$ cat config.mk
export PLATFORM = sky130hd
export DESIGN_NAME = ihl_front
export DESIGN_NICKNAME = d
export VERILOG_FILES = /design/src/hdl/ihl_pkg.sv /design/src/hdl/ihl_front.sv
export SDC_FILE = /design/constraint.sdc
export NUM_CORES = 1
export LEC_CHECK = 0
export ABC_AREA = 1
export BUFFER_PORTS_ARGS = -buffer_cell sky130_fd_sc_hd__buf_2
export CORE_MARGIN = 5
export CORE_UTILIZATION = 33
export CTS_BUF_LIST = sky130_fd_sc_hd__clkbuf_16
export DETAILED_ROUTE_END_ITERATION = 10
export GPL_TIMING_DRIVEN = 1
export HOLD_SLACK_MARGIN = 0.02
export PLACE_DENSITY = 0.93
export SLEW_MARGIN = 15
export SYNTH_ARGS = -nofsm -noshare
export SYNTH_HDL_FRONTEND = slang
export SYNTH_SLANG_ARGS = --single-unit
$ cat constraint.sdc
create_clock -name clock -period 1.38 [get_ports clock]
set_input_delay 0.138 -clock clock [delete_from_list [all_inputs] [get_ports clock]]
set_output_delay 0.138 -clock clock [all_outputs]
set_load 0.02 [all_outputs]
$ cat src/hdl/ihl_pkg.sv
// Shared types and constants for the hex image loader.
`timescale 1ns / 1ps
package ihl_pkg;

   localparam int IMAGE_WORDS = 16384;
   localparam int IMG_AW      = $clog2(IMAGE_WORDS);
   localparam int REC_MAX     = 255;
   localparam int BYTE_LIMIT  = 2 * IMAGE_WORDS;

   localparam logic [7:0] KIND_DATA = 8'h00;
   localparam logic [7:0] KIND_EOF  = 8'h01;

   typedef enum logic [1:0] {
      OP_CHAR = 2'd0,
      OP_END  = 2'd1,
      OP_READ = 2'd2,
      OP_NONE = 2'd3
   } op_type;

   // classified request as it travels from front to back
   typedef struct packed {
      op_type      op;
      logic [13:0] word_addr;
      logic        is_ws;
      logic        is_colon;
      logic        is_hex;
      logic [3:0]  digit;
   } item_type;

endpackage

$ cat src/hdl/ihl_front.sv
// Front end: takes requests and classifies the text character.
`timescale 1ns / 1ps
module ihl_front import ihl_pkg::*; (
   input  logic        clock,
   input  logic        reset,
   input  logic        req_valid,
   output logic        req_ready,
   input  logic [1:0]  req_op,
   input  logic [7:0]  req_text_char,
   input  logic [13:0] req_word_addr,
   input  logic        q_full,
   input  logic        init_done,
   output logic        q_push,
   output item_type    q_item
);

   logic       busy_ff, busy_in;
   logic [7:0] c;

   // hold off requests from reset until memory is cleared and the registered busy flag drops
   assign busy_in = ~init_done;
   always_ff @(posedge clock) begin
      if (reset) begin
         busy_ff <= 1'b1;
      end else begin
         busy_ff <= busy_in;
      end
   end

   assign req_ready = ~q_full & ~busy_ff & init_done;
   assign q_push    = req_valid & req_ready;
   assign c         = req_text_char;

   always_comb begin
      q_item.op        = op_type'(req_op);
      q_item.word_addr = req_word_addr;
      q_item.is_ws     = (c == 8'h0d) || (c == 8'h0a) || (c == 8'h20) || (c == 8'h09);
      q_item.is_colon  = (c == 8'h3a);
      q_item.is_hex    = 1'b0;
      q_item.digit     = 4'd0;
      if (c >= 8'h30 && c <= 8'h39) begin
         q_item.is_hex = 1'b1;
         q_item.digit  = 4'(c - 8'h30);
      end else if (c >= 8'h41 && c <= 8'h46) begin
         q_item.is_hex = 1'b1;
         q_item.digit  = 4'(c - 8'h37);
      end else if (c >= 8'h61 && c <= 8'h66) begin
         q_item.is_hex = 1'b1;
         q_item.digit  = 4'(c - 8'h57);
      end
   end

endmodule

==> flow_metrics.tcl <==
set metrics [dict create \
    slew_headroom 0.8660 \
    rsz0062_at_grt "true" \
    die_area_mm2 0.002117 \
    rows 13 \
    setup.worst_path.end_class "output pin" \
    ys_types 21 \
    synthAdderAreaFrac 0.1170 \
    yosys.area_share.simple 0.3567 \
    outcome "complete, no violations" \
    hold_viol_final 0 \
    synth_top_family_by_area "buffers and inverters" \
    post-place-ws_ps -18.90 \
    reg.largest.list "busy_ff: 1 flops" \
    worst_ep_arrival_time_ps 1210 \
    grt_max_degree 8 \
    largest_reg_flops 1 \
    period_minus_slack_ps 1345 \
    via_count 407 \
    die_w_um 46.01 \
    cts_hold_buf 0 \
    leakage_nw 0.2625 \
    synth-seq-cells 1 \
    ir_worst_vdd_mv 0.1437 \
    grt_pass1_wl_um 1366 \
    core_area_mm2 0.001269 \
    top_register "busy_ff" \
    synth_xor_xnor_area_share 0 \
    num_antenna_cells 0 \
    synthTopCellsByArea "buf_4 28%, ha_1 12%, inv_1 8.8%, nand2_1 8.8%, a21oi_1 5.8%" \
    synth-edff-count 0 \
    synth_mux_area_frac 0 \
    finalWeightedCongestion 0.8069 \
    yosysWarnings 0 \
    post-cts-setup-buffers 0 \
    die_h_um 46.01 \
    drc 0 \
    dr.pass1.iters 3 \
    initial_utilization 0.3373 \
    setup_viol 0 \
    wl_um 936 \
    portBuffers 21 \
    grt_pass1_vias 372 \
    cp_max_fo 5 \
    grt_overflow 0 \
    synthTopCellsByCount "16 x buf_4, 10 x inv_1, 10 x nand2_1" \
    dpl.hpwl_um 809.2 \
    drive_above_1_share 0.5556 \
    setup.worst_path.start_class "primary input" \
    num-nets-final 107 \
    whs_path_depth 0 \
    via_per_inst 4.678 \
    criticalPathCategory "in2out" \
    synthCells 67 \
    required_ps 1240 \
    maxCapViolations 0 \
    final_util 0.3609 \
    synth_nets 100 \
    stdcell_area_um2 457.9 \
    min_path_type "in2out" \
    synth_area_um2 427.9 \
    dpl_cell_area_um2 431.7 \
    yosysTopAreaCell "buf_4" \
    wire_per_inst_um 10.76 \
    ant_nets 0 \
    fin_tns_setup_ps 0 \
    power_mw 0.1351 \
    yosysMostFrequentCell "buf_4" \
    fill_cells 130 \
    grtUsageTotal 0.08168 \
    worstMarginPinSlew_ps 199.3 \
    slew_viol_final 0 \
    io_pins 54 \
    async_flop_share 0 \
    syn_to_final_growth_pct 7.018 \
    worst_slack_ps 34.85 \
    fmax_mhz 743.4 \
    syn_area_per_cell_um2 6.387 \
    synth_top_cell_area_share 0.2807 \
    fin_crit_sh 0.9747 \
    antenna_found_initial 0 \
    ys.flop_type "dfxtp_1" \
    power.density_mw_per_mm2 295.1 \
    ys_seq_area_frac 0.04678 \
    synth_compound_area_frac 0.1023 \
    drtIter0Drc 4 \
]
worst max-delay path, cell delays in order:
cell     delay [ps]
buf_4           130
inv_2            80
ha_2            180
inv_2            40
nand2_1          50
nand2_1          60
nand2_2          90
nand2_4          70
o21ai_0         160
buf_2           190
layout make-up:
cell class	count	area [um2]	share of cell area
inverter	11	41.29	0.09016
multi-input combinational	39	262.8	0.5738
sequential	1	20.02	0.04372
tap	15	18.77	0.04098
timing repair buffer	21	115.1	0.2514
final timing paths:
kind / from / end
setup / recovery: req_text_char[0] / q_item[3]
hold / removal: req_word_addr[6] / q_item[13]
power breakdown:
group	total, mW	switching [mW]	leakage, nW	internal (mW)
combinational	0.104	0.0621	0.254	0.0414
sequential	0.0316	0.000499	0.00836	0.0311
clock	0	0	0	0
total	0.135	0.0626	0.262	0.0725
timing repair:
| action | CTS | global route |
|---|---|---|
| pin swaps | 0 | 4 |
| gates resized for setup | 2 | 10 |
| setup endpoints to repair | 1 | 4 |
cell families after synthesis:
kind of cell    count (synthesis)
compound gates                  8
fa+ha+maj                       4
buf+inv                        27
flops                           1
simple gates                   27
cells in the final DEF (no fill, tap or decap):
cell type,count
nor3_1,2
inv_1,7
and2_1,1
a21oi_2,1
o21ai_0,1
nand3_1,1
o22ai_1,1
ha_1,2
nand2_4,1
nand2_2,3
or2_2,1
buf_2,17
o31ai_1,1
ha_2,2
nor2_4,1
nand3_2,3
nor2_2,2
nand2_1,9
and3_2,1
a21oi_1,4
inv_2,4
buf_4,4
nor2_1,2
dfxtp_1,1
routing by layer:
metal / global-route usage / up-vias / wire [um] / share of wire
li1: - / 206 / - / -
met1: 0.07852 / 181 / 297 / 0.32
met2: 0.1731 / 18 / 554 / 0.59
met3: 0.007905 / 2 / 79 / 0.084
met4: 0.02273 / 0 / 4 / 0.0043
met5: 0 / - / 0 / 0
stage by stage:
stage / hold slack [ps] / cells
after floorplan: 244.5 / 67
after global placement: 276.1 / 87
after detailed placement: 276.1 / 87
after CTS: 276.1 / 87
after global routing: 276.0 / 87
final: 276.0 / 87
Power figures use the tool's default switching activity.
