==> src/hdl/ihl_pkg.sv <==
// Shared types and constants for the hex image loader.
`timescale 1ns / 1ps
package ihl_pkg;

   localparam int IMAGE_WORDS = 16384;
   localparam int IMG_AW      = $clog2(IMAGE_WORDS);
   localparam int REC_MAX     = 255;
   localparam int BYTE_LIMIT  = 2 * IMAGE_WORDS;

   localparam logic [7:0] KIND_DATA = 8'h00;
   localparam logic [7:0] KIND_EOF  = 8'h01;

   typedef enum logic [1:0] {
      OP_CHAR = 2'd0,
      OP_END  = 2'd1,
      OP_READ = 2'd2,
      OP_NONE = 2'd3
   } op_type;

   // classified request as it travels from front to back
   typedef struct packed {
      op_type      op;
      logic [13:0] word_addr;
      logic        is_ws;
      logic        is_colon;
      logic        is_hex;
      logic [3:0]  digit;
   } item_type;

endpackage

==> src/hdl/ihl_queue.sv <==
// Two-entry queue between front and back.
`timescale 1ns / 1ps
module ihl_queue import ihl_pkg::*; (
   input  logic     clock,
   input  logic     reset,
   input  logic     push,
   input  item_type push_item,
   output logic     full,
   input  logic     pop,
   output logic     avail,
   output item_type head
);

   item_type   ent_ff [2];
   logic       wp_ff, wp_in, rp_ff, rp_in;
   logic [1:0] cnt_ff, cnt_in;

   assign full  = (cnt_ff == 2'd2);
   assign avail = (cnt_ff != 2'd0);
   assign head  = ent_ff[rp_ff];

   always_comb begin
      wp_in  = wp_ff ^ push;
      rp_in  = rp_ff ^ pop;
      cnt_in = cnt_ff + {1'b0, push} - {1'b0, pop};
   end

   always_ff @(posedge clock) begin
      if (reset) begin
         wp_ff  <= 1'b0;
         rp_ff  <= 1'b0;
         cnt_ff <= 2'd0;
      end else begin
         wp_ff  <= wp_in;
         rp_ff  <= rp_in;
         cnt_ff <= cnt_in;
      end
   end

   always_ff @(posedge clock) begin
      if (push) begin
         ent_ff[wp_ff] <= push_item;
      end
   end

endmodule

==> config.mk <==
export PLATFORM = sky130hd
export DESIGN_NAME = ihl_queue
export DESIGN_NICKNAME = d
export VERILOG_FILES = /design/src/hdl/ihl_pkg.sv /design/src/hdl/ihl_queue.sv
export SDC_FILE = /design/constraint.sdc
export NUM_CORES = 1
export LEC_CHECK = 0
export ABC_AREA = 0
export BUFFER_PORTS_ARGS = -buffer_cell sky130_fd_sc_hd__buf_2
export CORE_MARGIN = 2
export CORE_UTILIZATION = 51
export CTS_CLUSTER_DIAMETER = 200
export DETAILED_ROUTE_END_ITERATION = 10
export PLACE_DENSITY = 0.78
export RECOVER_POWER = 50
export SYNTH_ARGS = -nofsm -noshare
export SYNTH_HDL_FRONTEND = slang
export SYNTH_SLANG_ARGS = --single-unit
==> constraint.sdc <==
create_clock -name clock -period 1.75 [get_ports clock]
set_input_delay 0.0875 -clock clock [delete_from_list [all_inputs] [get_ports clock]]
set_output_delay 0.0875 -clock clock [all_outputs]
set_load 0.01 [all_outputs]
==> results by group, run 1 <==
Status
  – Status: complete, no violations

Yosys
  – Post-synthesis cell count: 91
  – Synth Area per Inst: 21.60 µm²
  – Synth Cell Area: 1966 µm²
  – Ys Warns: 0
  – Post-Syn Nets: 122
  – Register area share after synthesis: 74.35%
  – Synth unique cells: 13
  – Synthesized flop and latch total: 50

Place
  – DP HPWL: 2200 µm
  – Gpl congestion: 0.6606
  – Buffers on Ports: 51

Final layout
  – Commonest non-fill, non-tap cell in the layout: edfxtp_1
  – Fillers: 257
  – Nets: 206
  – P&R area growth vs syn: 31.83%
  – ANT cells: 0
  – Most frequent cells in the layout: 46 x edfxtp_1, 29 x buf_2, 24 x dlygate4sd3_1
  – Fin util: 70.25%
  – Share of cells above drive strength 1: 37.50%

Critical path
  – Setup crit start: rp_ff
  – Worst setup SP type: flip-flop
  – Depth of the most critical reg-to-reg path: 2
  – Launch point of the worst reg-to-reg path: wp_ff
  – CP Data Arrival Time: 1370 ps
  – CP required: 1660 ps
  – Worst R2R End: ent_ff[1][1]
  – Critical Path End Type: primary output
  – Worst path depth: 3
  – CP cell instances: buf_4 -> mux2_2 -> buf_2
  – Delay-heaviest family, CP: flip-flops
  – CP Buf/Inv Count: 2
  – CP max-delay cell: dfxtp_1
  – CP max FO: 10
  – Critical path class: flip-flop to primary output
  – R2R Setup Slk: 450 ps
  – Crit-path max cell delay: 360 ps

STA
  – Final Hold Viols: 0
  – Crit share post-route: 83.18%
  – Setup TNS: 0 ps
  – Unrepaired setup endpoints after global routing: false
  – F_max: 686.9 MHz
  – Hold slack final: 84.92 ps
  – Slew HR: 69.82%
  – Worst slew pin tran: 452.7 ps
  – Pins Over Slew Limit: 0
  – Clock Skew: 5.153 ps
  – Final setup vio count: 0
  – Period minus WS final: 1456 ps

Die
  – Die area: 4367 µm²
  – Io pins: 52
  – Row Count: 22
  – Die H: 66.08 µm
  – Core Area: 3689 µm²
  – Starting Density: 53.29%
  – Die X: 66.08 µm

Global route
  – Met3 usage: 4.940%
  – Grt peak-use layer: met2
  – Vias in the first global route: 1094
  – Gr usage total: 16.65%
  – Overflow after GRT: 0
  – Initial antenna violation count: 0
  – First-pass GRT wire length: 5161 µm
  – Met2 usage: 31.62%
  – Pin count of the biggest net entering global routing: 17
  – Met1 Resource Use GR: 17.97%

Pwr
  – Sequential power share: 57.6%
  – Leakage: 1.011 nW
  – Sw Pwr: 556.5 µW
  – Power Total: 2.464 mW
  – Comb pwr share: 17.3%
  – PwrDens: 951.0 nW/µm²
  – Clock network power share: 25.1%
  – Int Power: 1.908 mW
  – Switching part of the total: 22.58%
  – Peak supply drop: 0.6132 mV

Worst hold path
  – Worst hold-check path type: input pin to flip-flop
  – Min-delay src: pop
  – Hold depth: 3
  – Hold endpoint: rp_ff

Clock tree
  – CTS tree: done
  – CTS Buffer Depth: 2
  – Post-CTS Setup Bufs: 0
  – # clock sinks: 50
  – Num CTS Buffers: 5
  – Clk Latency, worst-skew pair: 290 ps
  – Reg clk slew, reported paths: 80 ps
  – CTS H-tree lvls: 2
  – Clock tree root driver cell: clkbuf_8

Routing
  – Vias per cell: 4.732
  – Detailed-route wire length: 3297 µm
  – DRC viols: 0
  – 1st-iter DRT viols: 27
  – Drt pass-1 iters: 4
  – Via count: 1060
  – DR WL/cell: 14.72 µm
  – Post-route ant nets: 0

Flow run
  – Maxcap violations: 0
-- what timing repair did --
item,in CTS,in global routing
hold endpoints to repair,47,0
hold buffers,24,0
resized for setup,0,0
-- state kept, by name (all words and copies together) (netlist names) --
signal  cells
ent_ff     46
wp_ff       1
rp_ff       1
cnt_ff      2
-- layer usage --
metal	vias up	part of all wire, %
met5	-	0
met4	0	0.42
met3	2	5.2
met2	34	57
met1	512	37
li1	512	-
-- synthesized netlist by cell type --
cell       n  area share (%)
edfxtp_1  46              70
mux2_4    19              15
dfxtp_1    4             4.1
ha_1       4             2.5
mux2_2     4             2.3
inv_1      3            0.57
nor2_1     3            0.57
buf_12     2             2.0
nor2b_1    2            0.64
buf_6      1            0.57
or2_2      1            0.32
xnor2_1    1            0.45
xnor3_1    1             1.1
-- worst max path at each step --
stage	to	slack [ps]
detailed placement	ent_ff[1][7]	450
global placement	ent_ff[0][12]	510
CTS	head[22]	290
floorplan	ent_ff[0][0]	410
finish	head[2]	290
global route	head[2]	210
-- worst reg2reg max path: cells and delay by family (launching register included) --
family	cells	cell delay (ps)
adders and majority gates	1	440
DFF	1	350
buffers and inverters	1	220
-- cell families after synthesis --
| group | Yosys count | synth area share (%) |
|---|---|---|
| XOR/XNOR | 2 | 1.591 |
| adder cells (fa/ha/maj) | 4 | 2.546 |
| flip-flops | 50 | 74.35 |
| multiplexers | 23 | 16.80 |
| AND/OR/NAND/NOR | 6 | 1.528 |
| buffers and inverters | 6 | 3.183 |
-- per-stage QoR --
stage	cell area (µm²)	setup WS [ps]	cells
after floorplan	1966	405.2	91
after global placement	2292	507.6	192
after detailed placement	2292	448.6	192
after CTS	2618	285.3	224
after global routing	2591	212.7	224
final	2591	294.3	224
-- power groups by stage --
stage	clock network (mW)	registers, mW	logic, mW
floorplan	0	1.44	0.264
global placement	0	1.44	0.382
detailed placement	0	1.45	0.396
CTS	0.634	1.42	0.439
global route	0.687	1.43	0.463
finish	0.619	1.42	0.427
-- cell type report --
cell class	count	area [µm²]	area share [%]
Clock buffer	5	68.82	2.656
Inverter	3	11.26	0.4346
Sequential cell	50	1461	56.40
Timing Repair Buffer	80	531.8	20.52
Tap cell	48	60.06	2.318
Clock inverter	3	16.27	0.6277
Multi-Input combinational cell	35	441.7	17.04
No activity file was read; power rests on OpenSTA's default activity.
==> run 2, diff against run 1 <==
--- a/config.mk
+++ b/config.mk
@@ -8,10 +8,10 @@
 export ABC_AREA = 0
 export BUFFER_PORTS_ARGS = -buffer_cell sky130_fd_sc_hd__buf_2
 export CORE_MARGIN = 2
-export CORE_UTILIZATION = 51
+export CORE_UTILIZATION = 46
 export CTS_CLUSTER_DIAMETER = 200
 export DETAILED_ROUTE_END_ITERATION = 10
-export PLACE_DENSITY = 0.78
+export PLACE_DENSITY = 0.74
 export RECOVER_POWER = 50
 export SYNTH_ARGS = -nofsm -noshare
 export SYNTH_HDL_FRONTEND = slang
==> constraint.sdc (replaced) <==
create_clock -name clock -period 1.3 [get_ports clock]
set_input_delay 0.065 -clock clock [delete_from_list [all_inputs] [get_ports clock]]
set_output_delay 0.065 -clock clock [all_outputs]
set_load 0.01 [all_outputs]
==> run 2 against run 1 <==
  * The flow now finishes with violations (negative setup slack)
  * Utilization decreased by 0.59 points
  * Wire length increased by 5.7%
  * Worst setup slack got worse by 380 ps
  * Non-clock buffer count increased by 4
  * Final area increased by 9.1%
  * Clock skew increased by 0.51 ps
  * Sequential share of layout area decreased by 4.5 points
  * Total power increased by 43%
  * Critical path type unchanged
  * Largest power group unchanged
==> results by group, run 2 (synthesized netlist as in run 1, its figures left out) <==
Pwr
  – Leakage: 1.111 nW (+9.9%)
  – Comb pwr share: 20.9% (+3.6 points)
  – Peak supply drop: 0.8314 mV (+36%)
  – Switching part of the total: 22.87% (+0.28 points)
  – PwrDens: 1243 nW/µm² (+31%)
  – Int Power: 2.710 mW (+42%)
  – Clock network power share: 24.5% (-0.6 points)
  – Power Total: 3.513 mW (+43%)
  – Sw Pwr: 803.3 µW (+44%)
  – Sequential power share: 54.6% (-3.0 points)

Final layout
  – Commonest non-fill, non-tap cell in the layout: edfxtp_1
  – Area of the multi-input gates: 469.2 µm² (+6.2%)
  – Max FFs per register: 46 (unchanged)
  – Most frequent cells in the layout: 46 x edfxtp_1, 24 x dlygate4sd3_1, 21 x mux2_4, 21 x buf_6, 16 x buf_2
  – Fillers: 271 (+5.4%)
  – Largest registers: ent_ff: 46 flops, cnt_ff: 2 flops
  – P&R area growth vs syn: 43.79%
  – Nets: 210 (+1.9%)
  – Reg with most FFs: ent_ff
  – Final instance area: 2826 µm² (+9.1%)
  – Sequential cell area: 1466 µm² (+0.34%)
  – Share of cells above drive strength 1: 47.22% (+9.7 points)
  – ANT cells: 0 (unchanged)

Clock tree
  – CTS H-tree lvls: 2 (unchanged)
  – Clk Latency, worst-skew pair: 290 ps (about the same)
  – Reg clk slew, reported paths: 90 ps (about the same)
  – Num CTS Buffers: 5 (unchanged)
  – CTS tree: done
  – CTS Buffer Depth: 2 (unchanged)
  – Clock tree root driver cell: clkbuf_8
  – # clock sinks: 50 (unchanged)

Global route
  – Grt peak-use layer: met2
  – Pin count of the biggest net entering global routing: 17 (unchanged)
  – Overflow after GRT: 0 (unchanged)
  – Initial antenna violation count: 0 (unchanged)
  – Gr usage total: 14.96% (-1.7 points)
  – Met2 usage: 26.60% (-5.0 points)
  – First-pass GRT wire length: 5444 µm (+5.5%)
  – Vias in the first global route: 1196 (+9.3%)
  – Met3 usage: 4.797% (-0.14 points)
  – Met1 Resource Use GR: 17.13% (-0.84 points)

Routing
  – DRC viols: 0 (unchanged)
  – Detailed-route wire length: 3484 µm (+5.7%)
  – Vias per cell: 4.648 (-1.8%)
  – Post-route ant nets: 0 (unchanged)
  – Via count: 1069 (+0.85%)
  – DR WL/cell: 15.15 µm (+2.9%)
  – Drt pass-1 iters: 4 (unchanged)
  – 1st-iter DRT viols: 69 (+160%)

Critical path
  – Worst setup SP type: flip-flop
  – Critical path class: flip-flop to primary output
  – Critical Path End Type: primary output
  – CP Data Arrival Time: 1320 ps (-50 ps)
  – CP required: 1240 ps (-420 ps)
  – CP max FO: 6 (-4)

Die
  – Die X: 69.37 µm (+5.0%)
  – Die H: 69.37 µm (+5.0%)
  – Row Count: 23 (+4.5%)
  – Die area: 4812 µm² (+10%)
  – Io pins: 52 (unchanged)
  – Starting Density: 48.44% (-4.8 points)
  – Core Area: 4058 µm² (+10%)

STA
  – Pins Over Slew Limit: 0 (unchanged)
  – Slew HR: 88.95% (+19 points)
  – Period minus WS final: 1386 ps
  – Clock Skew: 5.665 ps (+0.5126 ps)
  – Fin worst setup slack: -85.77 ps (-380.0 ps)
  – Final setup vio count: 23 (+23)
  – F_max: 721.6 MHz
  – Crit share post-route: 106.6%
  – Unrepaired setup endpoints after global routing: true
  – Worst slew pin tran: 165.8 ps (-286.9 ps)
  – Final Hold Viols: 0 (unchanged)
  – Hold slack final: 105.9 ps (+20.96 ps)
  – Setup TNS: -1740 ps (-1740 ps)

Place
  – DP Area: 2295 µm² (+0.11%)
  – Gpl congestion: 0.6969 (+5.5%)
  – Buffers on Ports: 51 (unchanged)
  – DP HPWL: 2079 µm (-5.5%)
  – DP Worst Slack: 30.28 ps (-418.3 ps)

Worst hold path
  – Worst hold-check path type: input pin to flip-flop

Flow run
  – Maxcap violations: 0 (unchanged)

Status
  – Failing checks: negative setup slack
  – Status: complete, but fails checks
## run 2: cell types whose count changed in the layout (fill, tap and decap cells not counted), sizes merged
cell    delta
buf       +11
clkbuf     -7
## run 2: power groups by stage
| stage | sequential (mW) | clock, mW | combinational, mW |
|---|---|---|---|
| after floorplan | 1.94 | 0 | 0.358 |
| after global placement | 1.94 | 0 | 0.512 |
| after detailed placement | 1.95 | 0 | 0.531 |
| after CTS | 1.92 | 0.897 | 0.704 |
| after global routing | 1.93 | 0.963 | 0.785 |
| final | 1.92 | 0.860 | 0.735 |
## run 2: what timing repair did
action                                 4_1_cts  5_1_grt
gates resized for setup                     24        6
cloned                                       1        1
pin swaps                                    0        1
setup buffers                                0        1
setup endpoints to repair                   23       24
hold buffers                                24        0
endpoints found under the hold margin       50        0
## run 2: layer usage
metal  vias to the layer above  share of wire, %
met5                         -                 0
met4                         0              0.92
met2                        38                56
met3                         5               4.7
li1                        519                 -
met1                       507                38
## run 2: critical path, stage by stage (launching register included)
cell     delay [ps]
dfxtp_4         420
buf_12          140
mux2_2          340
buf_6           120
## run 2: through the flow
step	util, %	cells
after floorplan	-	91
after global placement	56.55	195
after detailed placement	56.55	195
after CTS	68.70	228
after global routing	69.66	230
final	69.66	230
## run 2: layout make-up
class,count,area share [%]
Tap cell,50,2.213
Clock buffer,5,2.435
Inverter,3,0.3984
Timing Repair Buffer,84,25.72
Sequential cell,50,51.88
Multi-Input combinational cell,35,16.60
Clock inverter,3,0.7525
## run 2: path summary, 6_finish.rpt
kind              from        end  slack (ps)  cells after the start
max              rp_ff    head[1]         -90                      3
min                pop      rp_ff         110                      3
max reg2reg  cnt_ff[0]  cnt_ff[1]          60                      6
min reg2reg      wp_ff      wp_ff         580                      3
==> run 3, diff against run 2 <==
--- a/config.mk
+++ b/config.mk
@@ -10,7 +10,9 @@
 export CORE_MARGIN = 2
 export CORE_UTILIZATION = 46
 export CTS_CLUSTER_DIAMETER = 200
+export CTS_CLUSTER_SIZE = 28
 export DETAILED_ROUTE_END_ITERATION = 10
+export GPL_TIMING_DRIVEN = 0
 export PLACE_DENSITY = 0.74
 export RECOVER_POWER = 50
 export SYNTH_ARGS = -nofsm -noshare
==> run 3 against run 2 <==
  * The run still ends with negative setup slack left
  * Global-route usage decreased by 0.21 points
  * Total power decreased by 1.4%
  * First-iteration DRC count shrank 62%
  * Wire length is 6.0% lower
  * Count of clock-buffer cells in the layout is 1 higher
  * Register-to-register slack worse by 90 ps
  * Die area unchanged
  * Critical path depth rose by 1
  * Utilization decreased by 0.80 points
==> results by group, run 3 (synthesized netlist as in run 1, its figures left out) <==
STA
  – Clock Skew: 6.597 ps (+0.9312 ps)
  – Final Hold Viols: 0 (unchanged)
  – Hold slack final: 69.83 ps (-36.04 ps)
  – Final setup vio count: 45 (+96%)
  – Fin worst setup slack: -97.61 ps (-11.84 ps)
  – Unrepaired setup endpoints after global routing: true
  – Slew HR: 61.66% (-27 points)
  – Crit share post-route: 107.5% (+0.91 points)
  – F_max: 715.5 MHz (-0.85%)
  – Pins Over Slew Limit: 0 (unchanged)
  – Period minus WS final: 1398 ps (+11.84 ps)
  – Worst slew pin tran: 575.1 ps (+409.3 ps)

Clock tree
  – Reg clk slew, reported paths: 80 ps (about the same)
  – Clk Latency, worst-skew pair: 290 ps (about the same)
  – CTS Buffer Depth: 2 (unchanged)
  – Num CTS Buffers: 5 (unchanged)
  – CTS H-tree lvls: 2 (unchanged)
  – # clock sinks: 50 (unchanged)
  – CTS tree: done
  – Clock tree root driver cell: clkbuf_8

Critical path
  – Critical Path Most Common Cell: buf_6
  – CP Data Arrival Time: 1330 ps (about the same)
  – Worst R2R End: ent_ff[0][3]
  – Setup crit start: rp_ff
  – Worst path depth: 4 (+1)
  – Worst setup SP type: flip-flop
  – Delay-heaviest family, CP: buffers and inverters
  – CP required: 1240 ps (about the same)
  – R2R Setup Slk: -30 ps (-90 ps)
  – Depth of the most critical reg-to-reg path: 2 (-4)
  – CP max-delay cell: dfxtp_2
  – Crit-path max cell delay: 330 ps (-90 ps)
  – Critical Path End Type: primary output
  – Critical Path End: head[7]
  – CP max FO: 10 (+4)
  – CP Buf/Inv Count: 3 (+1)
  – Critical path class: flip-flop to primary output
  – CP cell instances: buf_6 -> buf_12 -> mux2_4 -> buf_6
  – Launch point of the worst reg-to-reg path: wp_ff

Global route
  – Initial antenna violation count: 0 (unchanged)
  – Gr usage total: 14.74% (-0.21 points)
  – Overflow after GRT: 0 (unchanged)
  – Vias in the first global route: 1170 (-2.2%)
  – First-pass GRT wire length: 5416 µm (-0.51%)
  – Pin count of the biggest net entering global routing: 24 (+7)

Final layout
  – Most frequent cells in the layout: 46 x edfxtp_1, 24 x dlygate4sd3_1, 23 x buf_6
  – Commonest non-fill, non-tap cell in the layout: edfxtp_1
  – Share of cells above drive strength 1: 43.75% (-3.5 points)
  – Fillers: 288 (+6.3%)
  – Largest registers: ent_ff: 46 flops, cnt_ff: 2 flops
  – Final instance area: 2794 µm² (-1.2%)
  – ANT cells: 0 (unchanged)
  – Nets: 206 (-1.9%)
  – P&R area growth vs syn: 42.14%
  – Reg with most FFs: ent_ff
  – Max FFs per register: 46 (unchanged)

Die
  – Die X: 69.37 µm (unchanged)
  – Die area: 4812 µm² (unchanged)
  – Io pins: 52 (unchanged)
  – Die H: 69.37 µm (unchanged)
  – Row Count: 23 (unchanged)
  – Core Area: 4058 µm² (unchanged)
  – Starting Density: 48.44% (unchanged)

Place
  – Gpl congestion: 0.7157 (+2.7%)
  – Buffers on Ports: 51 (unchanged)
  – DP HPWL: 1950 µm (-6.2%)
  – DP Area: 2288 µm² (-0.27%)

Routing
  – Via count: 1047 (-2.1%)
  – Drt pass-1 iters: 4 (unchanged)
  – Post-route ant nets: 0 (unchanged)
  – 1st-iter DRT viols: 26 (-62%)
  – Vias per cell: 4.633 (-0.32%)
  – DR WL/cell: 14.49 µm (-4.3%)
  – Detailed-route wire length: 3275 µm (-6.0%)
  – DRC viols: 0 (unchanged)

Pwr
  – Leakage: 1.085 nW (-2.4%)
  – PwrDens: 1240 nW/µm² (-0.22%)
  – Peak supply drop: 0.9073 mV (+9.1%)

Status
  – Status: complete, but fails checks
  – Failing checks: negative setup slack

Worst hold path
  – Worst hold-check path type: input pin to flip-flop

Flow run
  – Maxcap violations: 0 (unchanged)
## run 3: power breakdown
group | switching, mW | total, mW | internal [mW]
Clock | 0.459 | 0.829 | 0.370
Combinational | 0.276 | 0.724 | 0.448
Sequential | 0.0356 | 1.91 | 1.88
Total | 0.771 | 3.46 | 2.69
## run 3: layer usage
| layer | global-route usage [%] | wire length, µm |
|---|---|---|
| met1 | 16.06 | 1322 |
| met2 | 26.92 | 1768 |
| met3 | 4.942 | 166 |
| met4 | 4.575 | 17 |
| met5 | 0 | 0 |
## run 3: layout make-up
type                       instances  area (µm²)  area share (%)
tap                               50       62.56           2.239
timing repair buffer              77       640.6           22.93
clock buffer                       6       72.57           2.597
sequential                        50        1464           52.40
inverter                           3       11.26          0.4030
multi-input combinational         35       483.0           17.29
buffer                             3       51.30           1.836
clock inverter                     2       8.758          0.3135
## run 3: worst min-delay path by stage
stage | end | startpoint | cells after the start | slack [ps]
after global placement | ent_ff[1][15] | push_item[15] | 1 | 250
after global routing | rp_ff | pop | 3 | 120
final | rp_ff | pop | 3 | 70
after detailed placement | ent_ff[1][15] | push_item[15] | 1 | 260
after floorplan | wp_ff | reset | 1 | 130
after CTS | rp_ff | pop | 3 | 30
## run 3: what timing repair did
action	CTS	global route
endpoints found under the hold margin	50	0
resized for setup	27	5
pin swaps	0	1
hold buffers	24	0
setup endpoints to repair	46	47
setup buffers	2	0
## run 3: stage by stage
stage / total power, mW / setup TNS, ps / worst slack (ps) / utilization (%) / instances
after floorplan: 2.293 / 0 / 168.0 / - / 91
after global placement: 2.458 / 0 / 22.24 / 56.40 / 192
after detailed placement: 2.481 / -181.0 / -8.753 / 56.40 / 192
after CTS: 3.494 / -2164 / -110.3 / 68.95 / 226
after global routing: 3.612 / -5785 / -147.4 / 68.86 / 226
final: 3.465 / -2363 / -97.61 / 68.86 / 226
## run 3: tightest hold or removal path: stages
cell	delay [ps]
buf_2	120
xnor2_1	70
nor2_1	80
